### src/hw/rtl/dpgc_pkg.sv
package dpgc_pkg;

   // Palette layout
   localparam int NUM_STOPS = 7;
   localparam int CHAN_W    = 8;
   localparam int NUM_CHAN  = 3;
   localparam int COLOUR_W  = NUM_CHAN * CHAN_W;
   localparam int STOP_W    = 3;

   // Item field widths
   localparam int COORD_W   = 12;
   localparam int DEPTH_W   = 12;
   localparam int LINE_W    = 16;
   localparam int OFFSET_W  = 28;

   // Configuration port
   localparam int CSR_IDX_W = 4;

   // Parameter defaults
   localparam int ITER_LIMIT_DEF      = 256;
   localparam int BYTES_PER_PIXEL_DEF = 4;

   typedef logic [COLOUR_W-1:0] colour_type;
   typedef colour_type [NUM_STOPS-1:0] palette_type;
   typedef logic [CSR_IDX_W-1:0] csr_index_type;

   // Register map
   localparam csr_index_type REG_PALETTE_LAST = csr_index_type'(NUM_STOPS - 1);
   localparam csr_index_type REG_LINE_BYTES   = csr_index_type'(NUM_STOPS);

endpackage

### src/hw/rtl/dpgc_band_sel.sv
module dpgc_band_sel
   import dpgc_pkg::*;
#(
   parameter  int ITER_LIMIT = ITER_LIMIT_DEF,
   localparam int SEG        = ITER_LIMIT / NUM_STOPS,
   localparam int SEG_W      = $clog2(SEG + 1)
) (
   input  logic               clock,
   input  logic               advance,
   input  logic [DEPTH_W-1:0] depth,
   input  palette_type        palette,
   output colour_type         stop_a,
   output colour_type         stop_b,
   output logic [SEG_W-1:0]   blend_t
);

   localparam int TOP_BORDER = (NUM_STOPS - 1) * SEG;

   logic [STOP_W-1:0]  band;
   logic [DEPTH_W-1:0] base;
   logic [DEPTH_W-1:0] t_full;
   colour_type         stop_a_in, stop_a_ff;
   colour_type         stop_b_in, stop_b_ff;
   logic [SEG_W-1:0]   blend_t_in, blend_t_ff;

   // Band search: compare against every lower border in parallel, keep the highest hit.
   always_comb begin
      band = STOP_W'(1);
      base = '0;
      for (int j = 2; j < NUM_STOPS; j++) begin
         if (depth > DEPTH_W'((j - 1) * SEG)) begin
            band = STOP_W'(j);
            base = DEPTH_W'((j - 1) * SEG);
         end
      end
      t_full = depth - base;

      // Black and the top band become a blend of equal stops at full weight.
      if (depth == '0) begin
         stop_a_in  = '0;
         stop_b_in  = '0;
         blend_t_in = SEG_W'(SEG);
      end else if (depth > DEPTH_W'(TOP_BORDER)) begin
         stop_a_in  = palette[NUM_STOPS-1];
         stop_b_in  = palette[NUM_STOPS-1];
         blend_t_in = SEG_W'(SEG);
      end else begin
         stop_a_in  = palette[band - STOP_W'(1)];
         stop_b_in  = palette[band];
         blend_t_in = t_full[SEG_W-1:0];
      end
   end

   always_ff @(posedge clock) begin
      if (advance) begin
         stop_a_ff  <= stop_a_in;
         stop_b_ff  <= stop_b_in;
         blend_t_ff <= blend_t_in;
      end
   end

   assign stop_a  = stop_a_ff;
   assign stop_b  = stop_b_ff;
   assign blend_t = blend_t_ff;

endmodule

### src/hw/rtl/dpgc_blend.sv
module dpgc_blend
   import dpgc_pkg::*;
#(
   parameter  int ITER_LIMIT = ITER_LIMIT_DEF,
   localparam int SEG        = ITER_LIMIT / NUM_STOPS,
   localparam int SEG_W      = $clog2(SEG + 1),
   localparam int NUM_W      = CHAN_W + SEG_W
) (
   input  logic                            clock,
   input  logic                            advance,
   input  colour_type                      stop_a,
   input  colour_type                      stop_b,
   input  logic [SEG_W-1:0]                blend_t,
   output logic [NUM_CHAN-1:0][NUM_W-1:0]  numer
);

   logic [SEG_W-1:0]               t_inv;
   logic [NUM_CHAN-1:0][NUM_W-1:0] numer_in, numer_ff;

   assign t_inv = SEG_W'(SEG) - blend_t;

   // Weighted sum per channel, bounded by 255 * SEG.
   always_comb begin
      for (int c = 0; c < NUM_CHAN; c++) begin
         numer_in[c] = NUM_W'(stop_a[c*CHAN_W +: CHAN_W]) * NUM_W'(t_inv)
                     + NUM_W'(stop_b[c*CHAN_W +: CHAN_W]) * NUM_W'(blend_t);
      end
   end

   always_ff @(posedge clock) begin
      if (advance) begin
         numer_ff <= numer_in;
      end
   end

   assign numer = numer_ff;

endmodule

### src/hw/rtl/dpgc_divide.sv
module dpgc_divide
   import dpgc_pkg::*;
#(
   parameter  int ITER_LIMIT = ITER_LIMIT_DEF,
   localparam int SEG        = ITER_LIMIT / NUM_STOPS,
   localparam int SEG_W      = $clog2(SEG + 1),
   localparam int NUM_W      = CHAN_W + SEG_W
) (
   input  logic                            clock,
   input  logic                            advance,
   input  logic [NUM_CHAN-1:0][NUM_W-1:0]  numer,
   output colour_type                      quotient
);

   // Truncated reciprocal: the estimate is exact or one low, fixed by one compare.
   localparam int RECIP   = (2 ** NUM_W) / SEG;
   localparam int PROD_W  = 2 * NUM_W + 1;

   logic [NUM_CHAN-1:0][PROD_W-1:0] prod;
   logic [NUM_CHAN-1:0][CHAN_W-1:0] q_est_ff;
   logic [NUM_CHAN-1:0][NUM_W-1:0]  numer_ff;
   logic [NUM_CHAN-1:0][NUM_W-1:0]  rem;
   colour_type                      quotient_in, quotient_ff;

   always_comb begin
      for (int c = 0; c < NUM_CHAN; c++) begin
         prod[c] = PROD_W'(numer[c]) * PROD_W'(RECIP);
      end
   end

   always_comb begin
      for (int c = 0; c < NUM_CHAN; c++) begin
         rem[c] = numer_ff[c] - NUM_W'(q_est_ff[c]) * NUM_W'(SEG);
         if (rem[c] >= NUM_W'(SEG)) begin
            quotient_in[c*CHAN_W +: CHAN_W] = q_est_ff[c] + CHAN_W'(1);
         end else begin
            quotient_in[c*CHAN_W +: CHAN_W] = q_est_ff[c];
         end
      end
   end

   always_ff @(posedge clock) begin
      if (advance) begin
         for (int c = 0; c < NUM_CHAN; c++) begin
            q_est_ff[c] <= prod[c][NUM_W +: CHAN_W];
         end
         numer_ff    <= numer;
         quotient_ff <= quotient_in;
      end
   end

   assign quotient = quotient_ff;

endmodule

### src/hw/rtl/depth_palette_gradient_colour.sv
// Channel   Direction  Handshake              Payload
// req_      in         req_valid/req_ready    pixel_x, pixel_y, iter_depth
// rsp_      out        rsp_valid/rsp_ready    pixel_colour, byte_offset
// csr_      in         csr_valid/csr_ready    csr_index, csr_data
//
// Four-stage pipeline: one item per cycle while rsp_ready does not hold the
// output; rsp_valid rises once the item reaches the output register.
// The stages are band select, channel weighting, reciprocal multiply, and the
// quotient correction that feeds the output register.
// Synchronous active-high reset clears the valid chain and the configuration registers.
// A stall on rsp_ready freezes every stage at once; req_ready follows it.
module depth_palette_gradient_colour
   import dpgc_pkg::*;
#(
   parameter int ITER_LIMIT      = ITER_LIMIT_DEF,
   parameter int BYTES_PER_PIXEL = BYTES_PER_PIXEL_DEF
) (
   input  logic                clock,
   input  logic                reset,

   input  logic                req_valid,
   output logic                req_ready,
   input  logic [COORD_W-1:0]  req_pixel_x,
   input  logic [COORD_W-1:0]  req_pixel_y,
   input  logic [DEPTH_W-1:0]  req_iter_depth,

   output logic                rsp_valid,
   input  logic                rsp_ready,
   output logic [COLOUR_W-1:0] rsp_pixel_colour,
   output logic [OFFSET_W-1:0] rsp_byte_offset,

   input  logic                csr_valid,
   output logic                csr_ready,
   input  csr_index_type       csr_index,
   input  logic [COLOUR_W-1:0] csr_data
);

   localparam int SEG        = ITER_LIMIT / NUM_STOPS;
   localparam int SEG_W      = $clog2(SEG + 1);
   localparam int NUM_W      = CHAN_W + SEG_W;
   localparam int NUM_STAGES = 4;

   palette_type                    palette_ff;
   logic [LINE_W-1:0]              line_bytes_ff;
   logic [NUM_STAGES-1:0]          valid_ff;
   logic                           advance;

   colour_type                     stop_a;
   colour_type                     stop_b;
   logic [SEG_W-1:0]               blend_t;
   logic [NUM_CHAN-1:0][NUM_W-1:0] numer;
   colour_type                     quotient;

   logic [OFFSET_W-1:0]            yline_in, yline_ff;
   logic [COORD_W-1:0]             x_ff;
   logic [OFFSET_W-1:0]            offset_in;
   logic [OFFSET_W-1:0]            offset_s2_ff, offset_s3_ff, offset_s4_ff;

   // The whole pipe moves together unless the output register is full and held.
   assign advance   = !valid_ff[NUM_STAGES-1] || rsp_ready;
   assign req_ready = advance;
   assign csr_ready = 1'b1;

   // Register writes; indexes past the map are dropped.
   always_ff @(posedge clock) begin
      if (reset) begin
         palette_ff    <= '0;
         line_bytes_ff <= '0;
      end else if (csr_valid) begin
         if (csr_index <= REG_PALETTE_LAST) begin
            palette_ff[csr_index[STOP_W-1:0]] <= csr_data;
         end else if (csr_index == REG_LINE_BYTES) begin
            line_bytes_ff <= csr_data[LINE_W-1:0];
         end
      end
   end

   // Valid bits shift alongside the data.
   always_ff @(posedge clock) begin
      if (reset) begin
         valid_ff <= '0;
      end else if (advance) begin
         valid_ff <= {valid_ff[NUM_STAGES-2:0], req_valid};
      end
   end

   // Stage 1: band lookup and stop selection.
   dpgc_band_sel #(
      .ITER_LIMIT (ITER_LIMIT)
   ) u_band_sel (
      .clock   (clock),
      .advance (advance),
      .depth   (req_iter_depth),
      .palette (palette_ff),
      .stop_a  (stop_a),
      .stop_b  (stop_b),
      .blend_t (blend_t)
   );

   // Stage 2: per-channel weighted sum.
   dpgc_blend #(
      .ITER_LIMIT (ITER_LIMIT)
   ) u_blend (
      .clock   (clock),
      .advance (advance),
      .stop_a  (stop_a),
      .stop_b  (stop_b),
      .blend_t (blend_t),
      .numer   (numer)
   );

   // Stages 3 and 4: divide by the segment length.
   dpgc_divide #(
      .ITER_LIMIT (ITER_LIMIT)
   ) u_divide (
      .clock    (clock),
      .advance  (advance),
      .numer    (numer),
      .quotient (quotient)
   );

   // Offset path: row product in stage 1, column term added in stage 2,
   // then delay to line up with the colour.
   assign yline_in  = OFFSET_W'(req_pixel_y) * OFFSET_W'(line_bytes_ff);
   assign offset_in = yline_ff + OFFSET_W'(x_ff) * OFFSET_W'(BYTES_PER_PIXEL);

   always_ff @(posedge clock) begin
      if (advance) begin
         yline_ff     <= yline_in;
         x_ff         <= req_pixel_x;
         offset_s2_ff <= offset_in;
         offset_s3_ff <= offset_s2_ff;
         offset_s4_ff <= offset_s3_ff;
      end
   end

   assign rsp_valid        = valid_ff[NUM_STAGES-1];
   assign rsp_pixel_colour = quotient;
   assign rsp_byte_offset  = offset_s4_ff;

endmodule
### config.mk
export PLATFORM = sky130hd
export DESIGN_NAME = depth_palette_gradient_colour
export DESIGN_NICKNAME = d
export VERILOG_FILES = /design/src/hw/rtl/dpgc_pkg.sv /design/src/hw/rtl/dpgc_band_sel.sv /design/src/hw/rtl/dpgc_blend.sv /design/src/hw/rtl/dpgc_divide.sv /design/src/hw/rtl/depth_palette_gradient_colour.sv
export SDC_FILE = /design/constraint.sdc
export NUM_CORES = 2
export LEC_CHECK = 0
export ABC_AREA = 1
export BUFFER_PORTS_ARGS = -buffer_cell sky130_fd_sc_hd__buf_2
export CAP_MARGIN = 20
export CELL_PAD_IN_SITES_DETAIL_PLACEMENT = 0
export CELL_PAD_IN_SITES_GLOBAL_PLACEMENT = 2
export CORE_MARGIN = 2
export CORE_UTILIZATION = 38
export DETAILED_ROUTE_END_ITERATION = 10
export PLACE_DENSITY = 0.77
export SLEW_MARGIN = 0
export SYNTH_ARGS = -nofsm -noshare
export SYNTH_HDL_FRONTEND = slang
export SYNTH_SLANG_ARGS = --single-unit
### constraint.sdc
create_clock -name clock -period 21.1 [get_ports clock]
set_input_delay 3.165 -clock clock [delete_from_list [all_inputs] [get_ports clock]]
set_output_delay 3.165 -clock clock [all_outputs]
set_load 0.05 [all_outputs]
==> run metrics <==
Post-Syn Nets about 6,100; Chip Width ~350 µm; most frequent cells in the layout 1,100 x inv_1, 1,063 x nand2_1, 442 x fa_1, 413 x ha_1, 304 x edfxtp_1; Worst-path clk slew 0.06 ns; CP Capture Type flop; commonest non-fill, non-tap cell in the layout inv_1; CTS tree done; CP bufs+invs 5; CP cell instances buf_2, nand2_1, fa_1, fa_1, fa_1, inv_1, fa_1, inv_1, fa_1, inv_1, ha_1, a21oi_1, o21ai_0, a21oi_1, inv_1, a21oi_1, o21bai_1, nand3_1, nand2_1, xor2_1; nature of the critical path startpoint input pin; Design Area, Final 48,500 µm²; GPL Wtd Cong ~0.82; maxcap violations 0; critical path class in2reg; Yosys reg bits 492; register area share after synthesis between 20% and 30%; Slew @ Worst Pin ~1.0 ns; 1st-iter DRT viols ~1,700; CP max stage delay around 0.59 ns; first-pass GRT wire length between 150 and 200 mm; vias around 33,000; Die ar. 120,000 µm²; number of global-route vias before repair ~33,000; final WL about 110 mm; Post-CTS Hold Fix Bufs 0; number of synthesized flops with an enable pin 304; total gr overflow 0; count of final setup violators 0; relative slew slack around a third; Via density around 4.8; synthesized area 44,500 µm²; Worst Skew roughly 0.12 ns; I/O pins around 120; CTS max path bufs 3; Static Leak 24.9 nW; Area Growth Syn to Fin 8.97%; final hold violations 0; Core Rows between 100 and 150; worst-skew pair later-pin latency ~0.73 ns; grt peak-use layer met2; ratio of cells with drive above 1 in the final layout between 5 and 6%; post-cts sizing count 0; DRT antenna net count 0; met1 Use GR between 20% and 30%; CP delay by family, top adder cells; CTS root buf clkbuf_16; Post-DP HPWL 83.6 mm; total clock sinks 492; buffer count from post-CTS setup fixing 0; cells after synthesis 5,224; final layout net count roughly 6,200; Slowest-stage cell, CP fa_1; crit path time final between 7 and 8 ns; Initial DRT Pass Iterations 6; Max IR drop VDD between 0.06 and 0.07 mV; pin count of the biggest net entering global routing 162; Mean Syn Cell Area approximately 8.5 µm²; Core Box Area 116,000 µm²; status finished clean; Synth Flop Type edfxtp_1; Worst Hold Class reg2reg; WL/cell around 17 µm; grt met3 use slightly above 2%; setup_tns 0 ns; yosys warns 0; Slew Viols, Final 0; overall routing resource usage about a fifth; Fillers roughly 12,000; RSZ-0062 raised after global routing false; H-tree depth 2; worst-path fanout max 16; CP arrival around 8 ns; Starting Density a little under two fifths; Crit path required time 21.54 ns; port bufs between 100 and 150; CP most frequent cell fa_1; async set-reset flop share out of synthesis 0%; final worst-path cycle share 35.8%; Die H about 350 µm; DRC 0; routing usage on met2 a little under a third; Placement Cell Area around 46,000 µm²; CTS Buf Count 61; Synth cell types 49; initial antenna violation count 10; Pwr Density a little under 80 nW/µm²; Peak Freq between 100 and 150 MHz
-- report_power, final --
group	total, mW	switching, mW	internal (mW)
combinational	1.39	0.894	0.492
sequential	1.23	0.0878	1.15
clock	1.11	0.461	0.648
total	3.73	1.44	2.29
-- per-layer routing --
layer	routed length, µm	part of all wire, %
met1	54000	47
met2	53900	47
met3	4230	3.7
met4	1970	1.7
met5	0	0
-- layout make-up --
type	count	area [µm²]	area share, %
antenna	5	12.5	0.0258
clock buffer	78	1670	3.44
clock inverter	36	449	0.926
inverter	1118	4200	8.66
multi-input combinational	3405	26500	54.6
sequential	492	12900	26.6
tap	1524	1910	3.93
timing repair buffer	157	892	1.84
-- flip-flops by register name, summed over array words and instances (netlist names), 28 cells and up --
register           count
offset_s2_ff          28
offset_s3_ff          28
palette_ff           168
rsp_byte_offset       28
u_blend.numer         42
u_divide.numer_ff     36
yline_ff              28
-- final timing paths --
path,startpoint,end,slack [ns],cells past startpoint
worst max-delay path,req_pixel_y[3],yline_ff[25],13.54,20
worst min-delay path,offset_s2_ff[14],offset_s3_ff[14],0.41,0
worst max register to register,u_band_sel.blend_t[0],u_blend.numer[41],13.76,26
worst min register to register,offset_s2_ff[14],offset_s3_ff[14],0.41,0
-- cell usage after synthesis (119+ instances only) --
cell type  count  area, µm²
fa_1         442       8850
nand3_1      235       1180
xor2_1       119       1040
clkbuf_1     138        518
ha_1         413       5170
dfxtp_1      188       3760
edfxtp_1     304       9130
a211oi_1     135       1010
nor2_1       300       1130
a21oi_1      288       1440
inv_1       1107       4160
nand2_1     1063       3990
-- cells by family after synthesis --
kind of cell               count (synthesis)  synth area share (%)
xor gates and xnor gates                 174                  3.44
AOI/OAI and AO/OA                        687                  9.15
adders and majority gates                855                  31.5
and+or+nand+nor                         1688                  15.4
buffers and inverters                   1327                  11.6
other                                      1               0.00842
DFF                                      492                  29.0
-- stage by stage --
step                      hold slack, ns  std cells  setup slack, ns  utilization [%]  power [mW]
after floorplan                    0.400       5224             8.49                -        2.30
after global placement             0.400       6696            12.78             39.9        2.65
after detailed placement           0.405       6696            12.81             39.9        2.65
after CTS                          0.419       6810            13.51             41.7        3.79
after global routing               0.425       6812            13.15             41.8        4.03
final                              0.415       6815            13.54             41.8        3.73
(Power assumes the default switching activity.)
